### config.mk
export PLATFORM = sky130hd
export DESIGN_NAME = pressure_frame_centroid_flat
export DESIGN_NICKNAME = d
export VERILOG_FILES = /design/src/sv/pfc_pkg.sv /design/src/sv/pfc_stream_if.sv /design/src/sv/pfc_datapath.sv /design/src/sv/pfc_ctrl.sv /design/src/sv/pressure_frame_centroid.sv /design/src/flat_wrapper.sv
export SDC_FILE = /design/constraint.sdc
export NUM_CORES = 1
export LEC_CHECK = 0
export BUFFER_PORTS_ARGS = -buffer_cell sky130_fd_sc_hd__buf_2
export CAP_MARGIN = 20
export CORE_MARGIN = 2
export CORE_UTILIZATION = 45
export DETAILED_ROUTE_END_ITERATION = 16
export GPL_TIMING_DRIVEN = 0
export PLACE_DENSITY_LB_ADDON = 0.2
export SLEW_MARGIN = 10
export SYNTH_ARGS = -nofsm -noshare
export SYNTH_HDL_FRONTEND = slang
export SYNTH_SLANG_ARGS = --single-unit
### constraint.sdc
create_clock -name clk -period 5.7 [get_ports clk]
set_clock_uncertainty 0.15 [all_clocks]
set_input_delay 0 -clock clk [delete_from_list [all_inputs] [get_ports clk]]
set_output_delay 0 -clock clk [all_outputs]
set_load 0.005 [all_outputs]
### src/sv/pfc_pkg.sv
// pfc_pkg: shared constants, types and controller states of the frame centroid block
`default_nettype none

package pfc_pkg;

  // frame geometry and number formats
  localparam int MAX_COLS   = 64;
  localparam int MAX_ROWS   = 64;
  localparam int FORCE_BITS = 12;
  localparam int FRAC_BITS  = 8;

  localparam int COL_W   = $clog2(MAX_COLS);
  localparam int ROW_W   = $clog2(MAX_ROWS);
  localparam int POS_W   = (COL_W > ROW_W) ? COL_W : ROW_W;
  localparam int CFG_W   = $clog2(((MAX_COLS > MAX_ROWS) ? MAX_COLS : MAX_ROWS) + 1);
  localparam int TOTAL_W = FORCE_BITS + COL_W + ROW_W;
  localparam int WSUM_W  = TOTAL_W + POS_W;
  localparam int CENT_W  = POS_W + FRAC_BITS;
  localparam int DIVD_W  = WSUM_W + FRAC_BITS;
  localparam int STEP_W  = (CENT_W > 1) ? $clog2(CENT_W) : 1;

  // configuration register indexes
  localparam int CFG_IDX_W = 1;
  localparam logic [CFG_IDX_W-1:0] REG_FRAME_COLS = 1'b0;
  localparam logic [CFG_IDX_W-1:0] REG_FRAME_ROWS = 1'b1;

  typedef enum logic [1:0] {
    ST_ACCUM,
    ST_LOAD,
    ST_DIV,
    ST_HOLD
  } pfc_state_t;

  // controller to datapath
  typedef struct packed {
    logic accept;   // take one sample beat into the accumulators
    logic load;     // move frame sums into the dividers, clear accumulators
    logic step;     // one restoring division step on both centroids
    logic publish;  // load the result register
  } pfc_cmd_t;

  // datapath to controller
  typedef struct packed {
    logic last_cell;  // current cell closes the frame
  } pfc_sts_t;

endpackage

`default_nettype wire

### src/sv/pfc_stream_if.sv
// pfc_stream_if: valid/ready channels for force samples and frame results
`default_nettype none

interface pfc_sample_if;
  import pfc_pkg::*;
  logic                  valid;
  logic                  ready;
  logic [FORCE_BITS-1:0] force_sample;

  modport source (output valid, output force_sample, input ready);
  modport sink   (input valid, input force_sample, output ready);
endinterface

interface pfc_result_if;
  import pfc_pkg::*;
  logic                  valid;
  logic                  ready;
  logic [FORCE_BITS-1:0] peak_force;
  logic [TOTAL_W-1:0]    total_force;
  logic [CENT_W-1:0]     centroid_x;
  logic [CENT_W-1:0]     centroid_y;
  logic                  empty_frame;

  modport source (output valid, output peak_force, output total_force,
                  output centroid_x, output centroid_y, output empty_frame,
                  input ready);
  modport sink   (input valid, input peak_force, input total_force,
                  input centroid_x, input centroid_y, input empty_frame,
                  output ready);
endinterface

`default_nettype wire

### src/sv/pfc_datapath.sv
// pfc_datapath: frame counters, accumulators, two restoring dividers and result register
`default_nettype none

module pfc_datapath
  import pfc_pkg::*;
(
  input  wire logic                  clk,
  input  wire logic                  rst,
  input  wire logic                  cfg_we,
  input  wire logic [CFG_IDX_W-1:0]  cfg_index,
  input  wire logic [CFG_W-1:0]      cfg_data,
  input  wire logic [FORCE_BITS-1:0] force_sample,
  input  wire pfc_cmd_t              cmd,
  output pfc_sts_t                   sts,
  output logic [FORCE_BITS-1:0]      peak_force,
  output logic [TOTAL_W-1:0]         total_force,
  output logic [CENT_W-1:0]          centroid_x,
  output logic [CENT_W-1:0]          centroid_y,
  output logic                       empty_frame
);

  logic [CFG_W-1:0]      frame_cols;
  logic [CFG_W-1:0]      frame_rows;
  logic [COL_W-1:0]      col_count;
  logic [ROW_W-1:0]      row_count;
  logic [FORCE_BITS-1:0] running_peak;
  logic [TOTAL_W-1:0]    running_total;
  logic [WSUM_W-1:0]     weighted_x_sum;
  logic [WSUM_W-1:0]     weighted_y_sum;

  logic [FORCE_BITS-1:0] div_peak;
  logic [TOTAL_W-1:0]    div_total;
  logic [TOTAL_W-1:0]    rem_x;
  logic [TOTAL_W-1:0]    rem_y;
  logic [CENT_W-1:0]     quo_x;
  logic [CENT_W-1:0]     quo_y;

  logic [CFG_W-1:0]            cols_eff;
  logic [CFG_W-1:0]            rows_eff;
  logic                        last_col;
  logic                        last_row;
  logic [COL_W+FORCE_BITS-1:0] prod_x;
  logic [ROW_W+FORCE_BITS-1:0] prod_y;
  logic [DIVD_W-1:0]           half_total;
  logic [DIVD_W-1:0]           dvd_x;
  logic [DIVD_W-1:0]           dvd_y;
  logic [TOTAL_W:0]            trial_x;
  logic [TOTAL_W:0]            trial_y;
  logic                        ge_x;
  logic                        ge_y;
  logic [TOTAL_W:0]            diff_x;
  logic [TOTAL_W:0]            diff_y;

  // configuration registers
  always_ff @(posedge clk) begin
    if (rst) begin
      frame_cols <= CFG_W'(MAX_COLS);
      frame_rows <= CFG_W'(MAX_ROWS);
    end else if (cfg_we) begin
      case (cfg_index)
        REG_FRAME_COLS: frame_cols <= cfg_data;
        REG_FRAME_ROWS: frame_rows <= cfg_data;
        default: ;
      endcase
    end
  end

  // limits clamped to 1..max
  always_comb begin
    if (frame_cols == '0)                    cols_eff = CFG_W'(1);
    else if (frame_cols > CFG_W'(MAX_COLS))  cols_eff = CFG_W'(MAX_COLS);
    else                                     cols_eff = frame_cols;
    if (frame_rows == '0)                    rows_eff = CFG_W'(1);
    else if (frame_rows > CFG_W'(MAX_ROWS))  rows_eff = CFG_W'(MAX_ROWS);
    else                                     rows_eff = frame_rows;
  end

  // end of row and end of frame detection
  assign last_col = (CFG_W'(col_count) + CFG_W'(1)) >= cols_eff;
  assign last_row = (CFG_W'(row_count) + CFG_W'(1)) >= rows_eff;
  assign sts.last_cell = last_col && last_row;

  // position weighted force
  assign prod_x = (COL_W+FORCE_BITS)'(col_count) * (COL_W+FORCE_BITS)'(force_sample);
  assign prod_y = (ROW_W+FORCE_BITS)'(row_count) * (ROW_W+FORCE_BITS)'(force_sample);

  // counters and accumulators
  always_ff @(posedge clk) begin
    if (rst) begin
      col_count      <= '0;
      row_count      <= '0;
      running_peak   <= '0;
      running_total  <= '0;
      weighted_x_sum <= '0;
      weighted_y_sum <= '0;
    end else if (cmd.load) begin
      running_peak   <= '0;
      running_total  <= '0;
      weighted_x_sum <= '0;
      weighted_y_sum <= '0;
    end else if (cmd.accept) begin
      if (force_sample > running_peak) running_peak <= force_sample;
      running_total  <= running_total + TOTAL_W'(force_sample);
      weighted_x_sum <= weighted_x_sum + WSUM_W'(prod_x);
      weighted_y_sum <= weighted_y_sum + WSUM_W'(prod_y);
      if (!last_col) begin
        col_count <= col_count + COL_W'(1);
      end else begin
        col_count <= '0;
        if (!last_row) row_count <= row_count + ROW_W'(1);
        else           row_count <= '0;
      end
    end
  end

  // rounded dividends: (sum << frac) + total/2
  assign half_total = DIVD_W'(running_total >> 1);
  assign dvd_x = {weighted_x_sum, FRAC_BITS'(0)} + half_total;
  assign dvd_y = {weighted_y_sum, FRAC_BITS'(0)} + half_total;

  // one restoring step per lane
  assign trial_x = {rem_x, quo_x[CENT_W-1]};
  assign trial_y = {rem_y, quo_y[CENT_W-1]};
  assign ge_x    = trial_x >= {1'b0, div_total};
  assign ge_y    = trial_y >= {1'b0, div_total};
  assign diff_x  = trial_x - {1'b0, div_total};
  assign diff_y  = trial_y - {1'b0, div_total};

  // divider registers: remainder on top, dividend bits shifting out of quo
  always_ff @(posedge clk) begin
    if (cmd.load) begin
      div_peak  <= running_peak;
      div_total <= running_total;
      rem_x     <= dvd_x[DIVD_W-1:CENT_W];
      rem_y     <= dvd_y[DIVD_W-1:CENT_W];
      quo_x     <= dvd_x[CENT_W-1:0];
      quo_y     <= dvd_y[CENT_W-1:0];
    end else if (cmd.step) begin
      rem_x <= ge_x ? diff_x[TOTAL_W-1:0] : trial_x[TOTAL_W-1:0];
      rem_y <= ge_y ? diff_y[TOTAL_W-1:0] : trial_y[TOTAL_W-1:0];
      quo_x <= {quo_x[CENT_W-2:0], ge_x};
      quo_y <= {quo_y[CENT_W-2:0], ge_y};
    end
  end

  // result register, centroid forced to zero on an empty frame
  always_ff @(posedge clk) begin
    if (cmd.publish) begin
      peak_force  <= div_peak;
      total_force <= div_total;
      empty_frame <= (div_total == '0);
      centroid_x  <= (div_total == '0) ? '0 : quo_x;
      centroid_y  <= (div_total == '0) ? '0 : quo_y;
    end
  end

endmodule

`default_nettype wire

### src/sv/pfc_ctrl.sv
// pfc_ctrl: sequencer for accumulate, divider load, division steps and result handoff
`default_nettype none

module pfc_ctrl
  import pfc_pkg::*;
(
  input  wire logic     clk,
  input  wire logic     rst,
  input  wire logic     in_valid,
  output logic          in_ready,
  output logic          out_valid,
  input  wire logic     out_ready,
  input  wire pfc_sts_t sts,
  output pfc_cmd_t      cmd
);

  pfc_state_t        state;
  pfc_state_t        state_next;
  logic [STEP_W-1:0] step_count;
  logic [STEP_W-1:0] step_count_next;
  logic              out_valid_next;
  logic              out_free;

  assign out_free = !out_valid || out_ready;

  // state, step counter and output valid
  always_ff @(posedge clk) begin
    if (rst) begin
      state      <= ST_ACCUM;
      step_count <= '0;
      out_valid  <= 1'b0;
    end else begin
      state      <= state_next;
      step_count <= step_count_next;
      out_valid  <= out_valid_next;
    end
  end

  // next state and commands
  always_comb begin
    state_next      = state;
    step_count_next = step_count;
    in_ready        = 1'b0;
    cmd             = '0;
    case (state)
      ST_ACCUM: begin
        in_ready   = 1'b1;
        cmd.accept = in_valid;
        if (in_valid && sts.last_cell) state_next = ST_LOAD;
      end
      ST_LOAD: begin
        cmd.load        = 1'b1;
        step_count_next = '0;
        state_next      = ST_DIV;
      end
      ST_DIV: begin
        cmd.step = 1'b1;
        if (step_count == STEP_W'(CENT_W - 1)) begin
          step_count_next = '0;
          state_next      = ST_HOLD;
        end else begin
          step_count_next = step_count + STEP_W'(1);
        end
      end
      ST_HOLD: begin
        if (out_free) begin
          cmd.publish = 1'b1;
          state_next  = ST_ACCUM;
        end
      end
      default: state_next = ST_ACCUM;
    endcase
  end

  // result beat held until taken
  always_comb begin
    if (cmd.publish) out_valid_next = 1'b1;
    else             out_valid_next = out_valid && !out_ready;
  end

  // a new result never overwrites one still waiting
  a_no_overwrite: assert property (@(posedge clk) disable iff (rst)
    cmd.publish |-> (!out_valid || out_ready))
    else $error("result register overwritten while still held");

  // the frame's last beat starts the divider load
  a_last_to_load: assert property (@(posedge clk) disable iff (rst)
    (state == ST_ACCUM && in_valid && sts.last_cell) |=> (state == ST_LOAD))
    else $error("frame end did not start the division");

  // step counter only moves while dividing
  a_step_idle: assert property (@(posedge clk) disable iff (rst)
    (state != ST_DIV) |-> (step_count == '0))
    else $error("division step counter active outside division");

  // no sample taken while the dividers are busy
  a_no_accept_busy: assert property (@(posedge clk) disable iff (rst)
    (state == ST_LOAD || state == ST_DIV) |-> !cmd.accept)
    else $error("sample accepted during division");

endmodule

`default_nettype wire

### src/sv/pressure_frame_centroid.sv
// pressure_frame_centroid: peak, total and force-weighted centroid of a pressure-pad frame
// Throughput: one force sample per cycle while a frame streams in.
// After the last cell of a frame the input stalls while the two restoring dividers load,
//   CENT_W division steps run and the publish follows,
//   which waits until the previous result beat has been taken.
// Reset (rst, synchronous): counters and accumulators clear, limits return to 64 x 64.
`default_nettype none

module pressure_frame_centroid
  import pfc_pkg::*;
(
  input  wire logic                 clk,
  input  wire logic                 rst,
  input  wire logic                 cfg_we,
  input  wire logic [CFG_IDX_W-1:0] cfg_index,
  input  wire logic [CFG_W-1:0]     cfg_data,
  pfc_sample_if.sink                sample_in,
  pfc_result_if.source              result_out
);

  pfc_cmd_t cmd;
  pfc_sts_t sts;

  // sequencer
  pfc_ctrl u_ctrl (
    .clk       (clk),
    .rst       (rst),
    .in_valid  (sample_in.valid),
    .in_ready  (sample_in.ready),
    .out_valid (result_out.valid),
    .out_ready (result_out.ready),
    .sts       (sts),
    .cmd       (cmd)
  );

  // accumulators, dividers, result register
  pfc_datapath u_datapath (
    .clk          (clk),
    .rst          (rst),
    .cfg_we       (cfg_we),
    .cfg_index    (cfg_index),
    .cfg_data     (cfg_data),
    .force_sample (sample_in.force_sample),
    .cmd          (cmd),
    .sts          (sts),
    .peak_force   (result_out.peak_force),
    .total_force  (result_out.total_force),
    .centroid_x   (result_out.centroid_x),
    .centroid_y   (result_out.centroid_y),
    .empty_frame  (result_out.empty_frame)
  );

endmodule

`default_nettype wire

### src/flat_wrapper.sv
// flat-port wrapper written by rule: the top's interface ports become plain ports
module pressure_frame_centroid_flat import pfc_pkg::*;
  (clk, rst, cfg_we, cfg_index, cfg_data, sample_in_valid, sample_in_force_sample, sample_in_ready, result_out_valid, result_out_peak_force, result_out_total_force, result_out_centroid_x, result_out_centroid_y, result_out_empty_frame, result_out_ready);
  pfc_sample_if sample_in_i ();
  pfc_result_if result_out_i ();
  input  wire logic clk;
  input  wire logic rst;
  input  wire logic cfg_we;
  input  wire logic [CFG_IDX_W-1:0] cfg_index;
  input  wire logic [CFG_W-1:0] cfg_data;
  input wire logic [$bits(sample_in_i.valid)-1:0] sample_in_valid;
  input wire logic [$bits(sample_in_i.force_sample)-1:0] sample_in_force_sample;
  output wire logic [$bits(sample_in_i.ready)-1:0] sample_in_ready;
  output wire logic [$bits(result_out_i.valid)-1:0] result_out_valid;
  output wire logic [$bits(result_out_i.peak_force)-1:0] result_out_peak_force;
  output wire logic [$bits(result_out_i.total_force)-1:0] result_out_total_force;
  output wire logic [$bits(result_out_i.centroid_x)-1:0] result_out_centroid_x;
  output wire logic [$bits(result_out_i.centroid_y)-1:0] result_out_centroid_y;
  output wire logic [$bits(result_out_i.empty_frame)-1:0] result_out_empty_frame;
  input wire logic [$bits(result_out_i.ready)-1:0] result_out_ready;
  assign sample_in_i.valid = sample_in_valid;
  assign sample_in_i.force_sample = sample_in_force_sample;
  assign sample_in_ready = sample_in_i.ready;
  assign result_out_valid = result_out_i.valid;
  assign result_out_peak_force = result_out_i.peak_force;
  assign result_out_total_force = result_out_i.total_force;
  assign result_out_centroid_x = result_out_i.centroid_x;
  assign result_out_centroid_y = result_out_i.centroid_y;
  assign result_out_empty_frame = result_out_i.empty_frame;
  assign result_out_i.ready = result_out_ready;
  pressure_frame_centroid u_core (.clk(clk), .rst(rst), .cfg_we(cfg_we), .cfg_index(cfg_index), .cfg_data(cfg_data), .sample_in(sample_in_i), .result_out(result_out_i));
endmodule
* Yosys cells after proc, flatten, opt, wreduce, memory -nomap -nowiden
Index checks and enable logic that the tools add are counted.
Storage, ports and cells: memory bits (read-only) 0, latch bits 0, input port bits 25, memories kept 0, register bits after elaboration 306, output and inout port bits 67, RAM bits 0, logic and storage cells 100
Cells by class: multiplexer cells 29, shifts and indexed selects 0, multipliers 2, bitwise gates (word level) 2, add/subtract/negate cells 12, reduce and logical (&&, ||, !) cells 19, equality and inequality tests 7, div/mod/pow operators 0, order comparisons 7
Operator list (count):
- $mux 24 | 6
- $add 38x23->38 | 2
- $add 30x18->30 | 2
- $mux 14 | 4
- $ge 25x24->1 | 2
- $sub 24x24->24 | 2
- $mul 6x12->18 | 2
- $mux 7 | 4
- $add 24x12->24 | 1
- $logic_not 24->1 | 1
- $add 6x1->7 const B | 2
- $ge 7x7->1 | 2
- $gt 7x7->1 const B | 2
- $logic_not 7->1 | 2
- $add 6x1->6 const B | 2
- $gt 12x12->1 | 1
- $mux 6 | 2
- $pmux 2 s4 | 1
- $pmux 4 s2 | 1
- $reduce_and 2->1 | 4
- $mux 1 | 7
- $mux 2 | 3
- $ne 2x2->1 const B | 3
- $reduce_and 3->1 | 2
- other kinds (12) | 18

* Longest topological paths before layout
Gate-level depths: netlist of run 1.
word-level depth 8, mapped depth 21, gate-level depth less buffers 20

* Cells and area by module
A second synthesis of run 1 with hierarchy kept.
Unflattened totals: cell total of the unflattened synthesis 2456, area, all modules 23357.4 µm²
By module, submodules not included:
- pfc_datapath | area an instance 22952.0 µm², times used 1, cells an instance 2413, seq. area each 7757.4 µm²
- pfc_ctrl | area an instance 405.4 µm², times used 1, cells an instance 43, seq. area each 140.1 µm²

* Worst setup path before layout of run 1
Ideal clock, no wire load.
path type flip-flop to flip-flop, start register u_core.u_datapath.col_count[3], end register u_core.u_datapath.weighted_x_sum[25], period minus slack after synthesis 5.052 ns, library setup time 0.128 ns, buffers on the path 2, cell stages (with the launch flop) 18, data required time 5.422 ns, path slack 0.648 ns, data arrival time 4.775 ns, cell sequence dfxtp_1 -> clkbuf_1 -> clkbuf_1 -> and2_1 -> fa_1 -> fa_1 -> fa_1 -> fa_1 -> ha_1 -> a21o_1 -> a2111oi_0 -> o21ai_1 -> a31oi_1 -> a21oi_1 -> a41oi_2 -> nor3_1 -> xnor2_1 -> nor2_1
Between the ends: longest elaborated chain between the ends 2
Ends and longest elaborated chain:
- from (decl) | RTL line pfc_datapath.sv:24 | logic [COL_W-1:0] col_count;
- from (signal assigned) | RTL line pfc_datapath.sv:107 | col_count <= col_count + COL_W'(1);
- $mul 6x12->18 | RTL line pfc_datapath.sv:84 | assign prod_x = (COL_W+FORCE_BITS)'(col_count) * (COL_W+FORCE_BITS)'(force_sample);
- $add 30x18->30 | RTL line pfc_datapath.sv:104 | weighted_x_sum <= weighted_x_sum + WSUM_W'(prod_x);
- to (signal assigned) | RTL line pfc_datapath.sv:104
- to (decl) | RTL line pfc_datapath.sv:28 | logic [WSUM_W-1:0] weighted_x_sum;
No other way between the ends. A chain may end at the register's enable or synchronous reset.

* Final worst setup path of run 1
start register u_core.u_datapath.col_count[1], end register u_core.u_datapath.weighted_x_sum[26]
The elaborated chain is that of the path after synthesis.

==> results of run 1 <==
registers in the layout (all words and copies together), names as in the netlist:
signal,cells
u_core.u_datapath.frame_rows,7
u_core.u_datapath.quo_y,14
u_core.u_datapath.div_total,24
u_core.u_datapath.frame_cols,7
u_core.u_datapath.empty_frame,1
u_core.u_ctrl.step_count,4
u_core.u_datapath.centroid_y,14
u_core.u_datapath.running_peak,12
u_core.u_datapath.weighted_y_sum,30
u_core.u_datapath.centroid_x,14
u_core.u_datapath.col_count,6
u_core.u_datapath.rem_y,24
u_core.u_datapath.weighted_x_sum,30
u_core.u_datapath.peak_force,12
u_core.u_ctrl.out_valid,1
u_core.u_datapath.running_total,24
u_core.u_datapath.rem_x,24
u_core.u_datapath.quo_x,14
u_core.u_datapath.row_count,6
u_core.u_datapath.total_force,24
u_core.u_ctrl.state,2
u_core.u_datapath.div_peak,12
cell type report:
cell class / count / area [um2] / share of cell area
multi-input combinational: 1782 / 13800 / 0.532
sequential: 306 / 7900 / 0.305
clock buffer: 47 / 992 / 0.0383
inverter: 259 / 972 / 0.0375
tap: 672 / 841 / 0.0324
timing repair buffer: 120 / 808 / 0.0312
buffer: 89 / 425 / 0.0164
clock inverter: 16 / 199 / 0.00767
final timing paths:
check	depth (start not counted)	slack [ps]	from	end
worst max-delay path	18	260	u_core.u_datapath.col_count[1]$_SDFFE_PP0P_	u_core.u_datapath.weighted_x_sum[26]$_SDFFE_PP0P_
worst min register to register	0	270	u_core.u_datapath.div_peak[8]$_DFFE_PP_	u_core.u_datapath.peak_force[8]$_DFFE_PP_
worst min-delay path	4	90	cfg_data[0]	u_core.u_datapath.frame_cols[0]$_SDFFE_PP0P_
worst max register to register	18	260	u_core.u_datapath.col_count[1]$_SDFFE_PP0P_	u_core.u_datapath.weighted_x_sum[26]$_SDFFE_PP0P_
metal layers:
layer	GRT usage	vias to the layer above
met4	0.0909	0
met3	0.0231	112
met2	0.400	482
li1	-	8676
met5	0	-
met1	0.318	8690
stage by stage:
step	cell area [um2]	std cells	setup WS, ps	setup TNS, ps	power (W)
finish	25900	3291	262	0	0.00537
global route	25900	3291	-1.63	-1.63	0.00556
CTS	25900	3293	8.08	0	0.00541
detailed placement	24400	3204	-116	-715	0.00306
global placement	24300	3199	-36.0	-146	0.00304
floorplan	23000	2438	648	0	0.00287
worst min-delay path, delay by kind of cell:
| kind | cells | cell delay, ps |
|---|---|---|
| and+or+nand+nor | 1 | 70 |
| buffers and inverters | 2 | 640 |
| muxes | 1 | 60 |
power groups by stage:
stage / sequential [W] / combinational, W / clock (W)
3_5_place_dp: 0.00247 / 0.000586 / 0
2_1_floorplan: 0.00244 / 0.000428 / 0
4_1_cts: 0.00243 / 0.000604 / 0.00238
3_3_place_gp: 0.00247 / 0.000570 / 0
6_report: 0.00243 / 0.000606 / 0.00234
5_1_grt: 0.00243 / 0.000678 / 0.00245
cells in the mapped netlist, drive strengths merged, types with 4 or more instances:
master / number / area (um2)
a211o: 6 / 53.8
a211oi: 31 / 243
a21boi: 7 / 56.3
a21o: 50 / 378
a21oi: 169 / 857
a31o: 7 / 61.3
a31oi: 15 / 121
and2: 118 / 738
and3: 10 / 62.6
and4: 4 / 35.0
buf: 22 / 159
clkbuf: 69 / 259
dfxtp: 129 / 2580
edfxtp: 177 / 5320
fa: 117 / 2340
ha: 194 / 2430
inv: 258 / 968
mux2: 13 / 146
mux2i: 70 / 701
nand2: 231 / 867
nand2b: 25 / 156
nand3: 48 / 240
nand4: 28 / 181
nor2: 166 / 623
nor2b: 35 / 219
nor3: 38 / 190
nor3b: 4 / 30.0
nor4: 8 / 50.1
o211ai: 7 / 52.6
o21a: 27 / 203
o21ai: 96 / 492
o21bai: 16 / 120
o31ai: 7 / 81.3
or3: 20 / 125
xnor2: 94 / 823
xor2: 68 / 596
cells by family (layout without fill, tap and decap cells):
logic type	count (synthesis)	in the layout	share of synthesized area
XOR/XNOR	162	162	0.0616
multiplexers	83	83	0.0368
AO/OA/AOI/OAI	476	476	0.133
adder cells (fa/ha/maj)	311	311	0.207
flip-flops	306	306	0.343
buffers and inverters	350	531	0.0604
AND/OR/NAND/NOR	750	750	0.158
timing repair:
action / in CTS / in global routing
pin swaps: 0 / 1
endpoints found under the setup margin: 12 / 25
endpoints found under the hold margin: 44 / 0
hold buffers: 26 / 0
setup buffers: 0 / 0
gates resized for setup: 6 / 25
==> impl_metrics.csv, run 1 <==
group,metric,value,unit
global_route,grt_usage,0.238,
drt,wire_per_inst,19.1,um
critical_path,path_class,"reg2reg",
drt,viasPerCell,5.46,
floorplanning,fp.dieW,230,um
timing,timing.final.crit_share,0.954,
final_layout,nFillCells,4585,
timing,setup_viol_count_final,0,
power,seqPwrFrac,0.452,
critical_path,crit_fanout,10,
drt,wl_met3,2720,um
status,status,"complete, no violations",
synth,synth_edf_count,177,
power,internal_power,0.00399,W
floorplanning,fp.coreArea,50400,um2
clocking,cts.reportedPaths.clkPinSlew,70,ps
placement,gp_congestion,0.973,
critical_path,path_cells,"clkbuf_1, and2_1, fa_1, fa_1, fa_1, inv_1, fa_1, inv_1, ha_1, o21ai_0, nand2b_1, o41ai_2, o31a_1, o21ai_1, o31ai_4, o21ai_2, a211oi_1, a31o_2",
timing,whs,91.7,ps
run,cap_violations,0,
power,clockPowerShare,0.435,
global_route,grt_pass1_vias,17808,
min_path,hp-class,"in2reg",
drt,num_vias,17960,
global_route,antenna_found_initial,0,
timing,maxSlewHeadroom,0.423,
critical_path,crit_path_max_incr_delay,540,ps
final_layout,area_growth,12.7,%
final_layout,diodes,0,
critical_path,cp-end-kind,"flip-flop",
final_layout,layout_common_cells,"257 x inv_1, 231 x nand2_1, 192 x ha_1",
global_route,grt_overflow,0,
placement,portBuffers,89,
clocking,htreeDepth,2,
power,p_leak,11.3,nW
clocking,clock_latency,560,ps
final_layout,fin_nets,2930,
synth,synth-seq-area-share,0.343,
synth,synthArstFlopShare,0,
clocking,root_buffer,"clkbuf_16",
drt,wl_met1,28200,um
power,p_sw,0.00139,W
power,vdd_drop_max,0.176,mV
critical_path,path_buf_inv,3,
power,p_per_area,207,nW/um2
drt,ant_nets,0,
floorplanning,die_y,230,um
drt,drcViolationCount,0,
synth,synth-seq-cells,306,
floorplanning,ios,92,
critical_path,crit_arrival,5740,ps
floorplanning,dieArea,53000,um2
critical_path,crit_top_cell,"fa_1",
final_layout,layout.cells.most_common,"inv_1",
clocking,clock_sinks,306,
drt,wl_met2,29400,um
synth,ys.flop_type,"edfxtp_1",
critical_path,required,6010,ps
timing,period_minus_slack,5440,ps
drt,routed.top_layer,"met4",
critical_path,critPathLaunchType,"flip-flop",
power,power_switching_share,0.258,
floorplanning,rows,82,
clocking,cts_tree,"built",
timing,slew_violations,0,
drt,wl,62800,um
clocking,clock_path_buffers,3,
timing,maxClockFrequency,184,MHz
synth,synth_nets,2774,
clocking,numCtsBuffers,36,
timing,tightest_slew,865,ps
final_layout,final_core_util,0.515,
drt,firstDrtPassIters,5,
global_route,grt_pass1_wl,98700,um
synth,syn_area_per_cell,9.44,um2
critical_path,slowest_stage,"fa_1",
final_layout,drive_gt1_frac,0.0893,
synth,synthCells,2438,
drt,first_iter_violations,1253,
timing,finalHoldViolations,0,
synth,ys_types,86,
power,comb_power_share,0.113,
placement,hpwlAfterDp,49800,um
global_route,grt_max_degree,47,
synth,yosys_warnings,0,
floorplanning,start_util,0.457,
critical_path,path_delay_family,"adder cells",
synth,syn_area,23000,um2
(Power assumes the default switching activity.)
==> inputs of run 2 (changes only) <==
- CORE_MARGIN: 2 -> unset
==> impl_metrics.csv, run 2 (same netlist as run 1, synthesis figures left out) <==
group,metric,value,unit
global_route,grt_usage,0.243,
critical_path,r2r_setup_slack,290,ps
critical_path,path_buf_inv,5,
clocking,clock_sinks,306,
clocking,cts_tree,"built",
critical_path,crit_fanout,10,
global_route,grt_overflow,0,
critical_path,r2r-end,"u_core.u_datapath.weighted_y_sum[19]$_SDFFE_PP0P_",
final_layout,fin_nets,2933,
drt,ant_nets,0,
timing,tightest_slew,863,ps
drt,wl,63000,um
power,clockPowerShare,0.431,
floorplanning,ios,92,
run,cap_violations,0,
timing,slew_violations,0,
floorplanning,fp.coreArea,50300,um2
power,seqPwrFrac,0.455,
critical_path,cp-endpoint,"u_core.u_datapath.weighted_y_sum[19]$_SDFFE_PP0P_",
min_path,hp-class,"in2reg",
timing,maxClockFrequency,182,MHz
critical_path,path_cells,"dlygate4sd3_1, buf_2, clkbuf_1, and2_1, fa_1, fa_1, fa_1, inv_1, fa_1, inv_1, ha_1, o21a_1, o21ai_1, o31ai_2, o311a_1, o21ai_1, a21oi_2, o21a_2, xnor2_1, nor2_1",
final_layout,reg.largest.list,"u_core.u_datapath.weighted_x_sum x30, u_core.u_datapath.weighted_y_sum x30",
floorplanning,start_util,0.458,
critical_path,crit_start,"sample_in_force_sample[2]",
power,vdd_drop_max,0.169,mV
placement,hpwlAfterDp,49800,um
drt,wire_per_inst,19.1,um
drt,firstDrtPassIters,7,
critical_path,required,5980,ps
placement,placed_area,24400,um2
placement,placed_cells_incl_taps,3204,
timing,setup_viol_count_final,0,
timing,grt_setup_unrepaired,"no",
global_route,grt_pass1_wl,99100,um
timing,timing.final.crit_share,0.961,
floorplanning,fp.dieW,228,um
floorplanning,die_y,228,um
clocking,clock_latency,570,ps
placement,gp_congestion,0.957,
power,p_leak,11.3,nW
power,p_per_area,206,nW/um2
critical_path,r2r_cells,18,
final_layout,fin_area,25900,um2
power,comb_power_share,0.114,
critical_path,path_class,"in2reg",
drt,viasPerCell,5.43,
clocking,cts_setup_buffers,0,
timing,whs,78.7,ps
global_route,use_met2,0.399,
clocking,root_buffer,"clkbuf_16",
drt,first_iter_violations,1201,
critical_path,path_delay_family,"adder cells",
status,status,"complete, no violations",
drt,drcViolationCount,0,
clocking,cts.reportedPaths.clkPinSlew,60,ps
global_route,grt_max_degree,53,
timing,setup_slack,220,ps
final_layout,area_growth,12.7,%
timing,maxSlewHeadroom,0.424,
critical_path,path_depth,20,
timing,finalHoldViolations,0,
global_route,grt_use_met3,0.0364,
floorplanning,rows,82,
timing,fin_tns_setup,0,ps
critical_path,cp-end-kind,"flip-flop",
global_route,grt_pass1_vias,17515,
final_layout,final_cells,3296,
critical_path,slowest_stage,"fa_1",
final_layout,drive_gt1_frac,0.0884,
critical_path,crit_top_cell,"fa_1",
critical_path,crit_arrival,5760,ps
power,power_switching_share,0.263,
global_route,busiest_layer,"met2",
power,p_sw,0.00141,W
clocking,htreeDepth,2,
clocking,clock_path_buffers,3,
critical_path,reg2reg_from,"u_core.u_datapath.row_count[1]$_SDFFE_PP0P_",
floorplanning,dieArea,52100,um2
critical_path,critPathLaunchType,"input pin",
final_layout,layout.cells.most_common,"inv_1",
critical_path,crit_path_max_incr_delay,560,ps
clocking,numCtsBuffers,36,
drt,num_vias,17906,
power,internal_power,0.00393,W
final_layout,layout_common_cells,"257 x inv_1, 231 x nand2_1, 192 x ha_1",
placement,portBuffers,89,
timing,period_minus_slack,5480,ps
placement,detailedPlace.worstSlack,-112,ps
global_route,antenna_found_initial,1,
global_route,met1_usage,0.325,
final_layout,diodes,0,
## run 2: cell count changes in the layout (fill, tap and decap cells not counted), sizes merged
| cell | previous run | this run |
|---|---|---|
| bufinv | 3 | 2 |
| clkinvlp | 4 | 2 |
| dlygate4sd3 | 26 | 29 |
| buf | 117 | 118 |
| clkbuf | 113 | 110 |
| inv | 261 | 262 |
| clkinv | 7 | 13 |
## run 2: how the worst min path moves through the flow
stage	start	slack [ps]	cells past startpoint	endpoint
finish	cfg_data[0]	80	4	u_core.u_datapath.frame_cols[0]$_SDFFE_PP0P_
global route	cfg_data[3]	90	4	u_core.u_datapath.frame_cols[3]$_SDFFE_PP0P_
CTS	cfg_data[0]	50	4	u_core.u_datapath.frame_cols[0]$_SDFFE_PP0P_
detailed placement	cfg_data[0]	110	3	u_core.u_datapath.frame_cols[0]$_SDFFE_PP0P_
global placement	cfg_data[0]	100	3	u_core.u_datapath.frame_cols[0]$_SDFFE_PP0P_
floorplan	cfg_data[0]	-6	2	u_core.u_datapath.frame_cols[0]$_SDFFE_PP0P_
## run 2: repair_timing
item                       CTS  global route
pin swaps                    0             2
gates resized for setup      8            21
hold endpoints to repair    44             0
hold buffers                29             0
setup endpoints to repair   12            24
## run 2: worst min-delay path, delay by kind of cell
kind / cells / cell delay [ps]
mux: 1 / 50
simple gates: 1 / 70
buf+inv: 2 / 630
## run 2: stage by stage
stage / power, W / util
2_1_floorplan: 0.00287 / -
3_3_place_gp: 0.00304 / 0.483
3_5_place_dp: 0.00306 / 0.486
4_1_cts: 0.00537 / 0.515
5_1_grt: 0.00554 / 0.516
6_report: 0.00534 / 0.516
## run 2: power by group through the flow
stage,Combinational (W),Clock [W],Sequential (W)
detailed placement,0.000584,0,0.00248
finish,0.000607,0.00230,0.00243
floorplan,0.000428,0,0.00244
global route,0.000675,0.00244,0.00243
CTS,0.000604,0.00234,0.00243
global placement,0.000570,0,0.00247
## run 2: final cells by class
class | count | area (um2)
Buffer | 89 | 424
Clock buffer | 45 | 975
Clock inverter | 20 | 190
Fill cell | 4654 | 24300
Inverter | 259 | 972
Multi-Input combinational cell | 1782 | 13800
Sequential cell | 306 | 7900
Tap cell | 672 | 841
Timing Repair Buffer | 123 | 838
## run 2: per-layer routing
layer	share of wire	up-vias
met5	0	-
li1	-	8699
met3	0.053	123
met1	0.45	8554
met4	0.038	0
met2	0.46	530
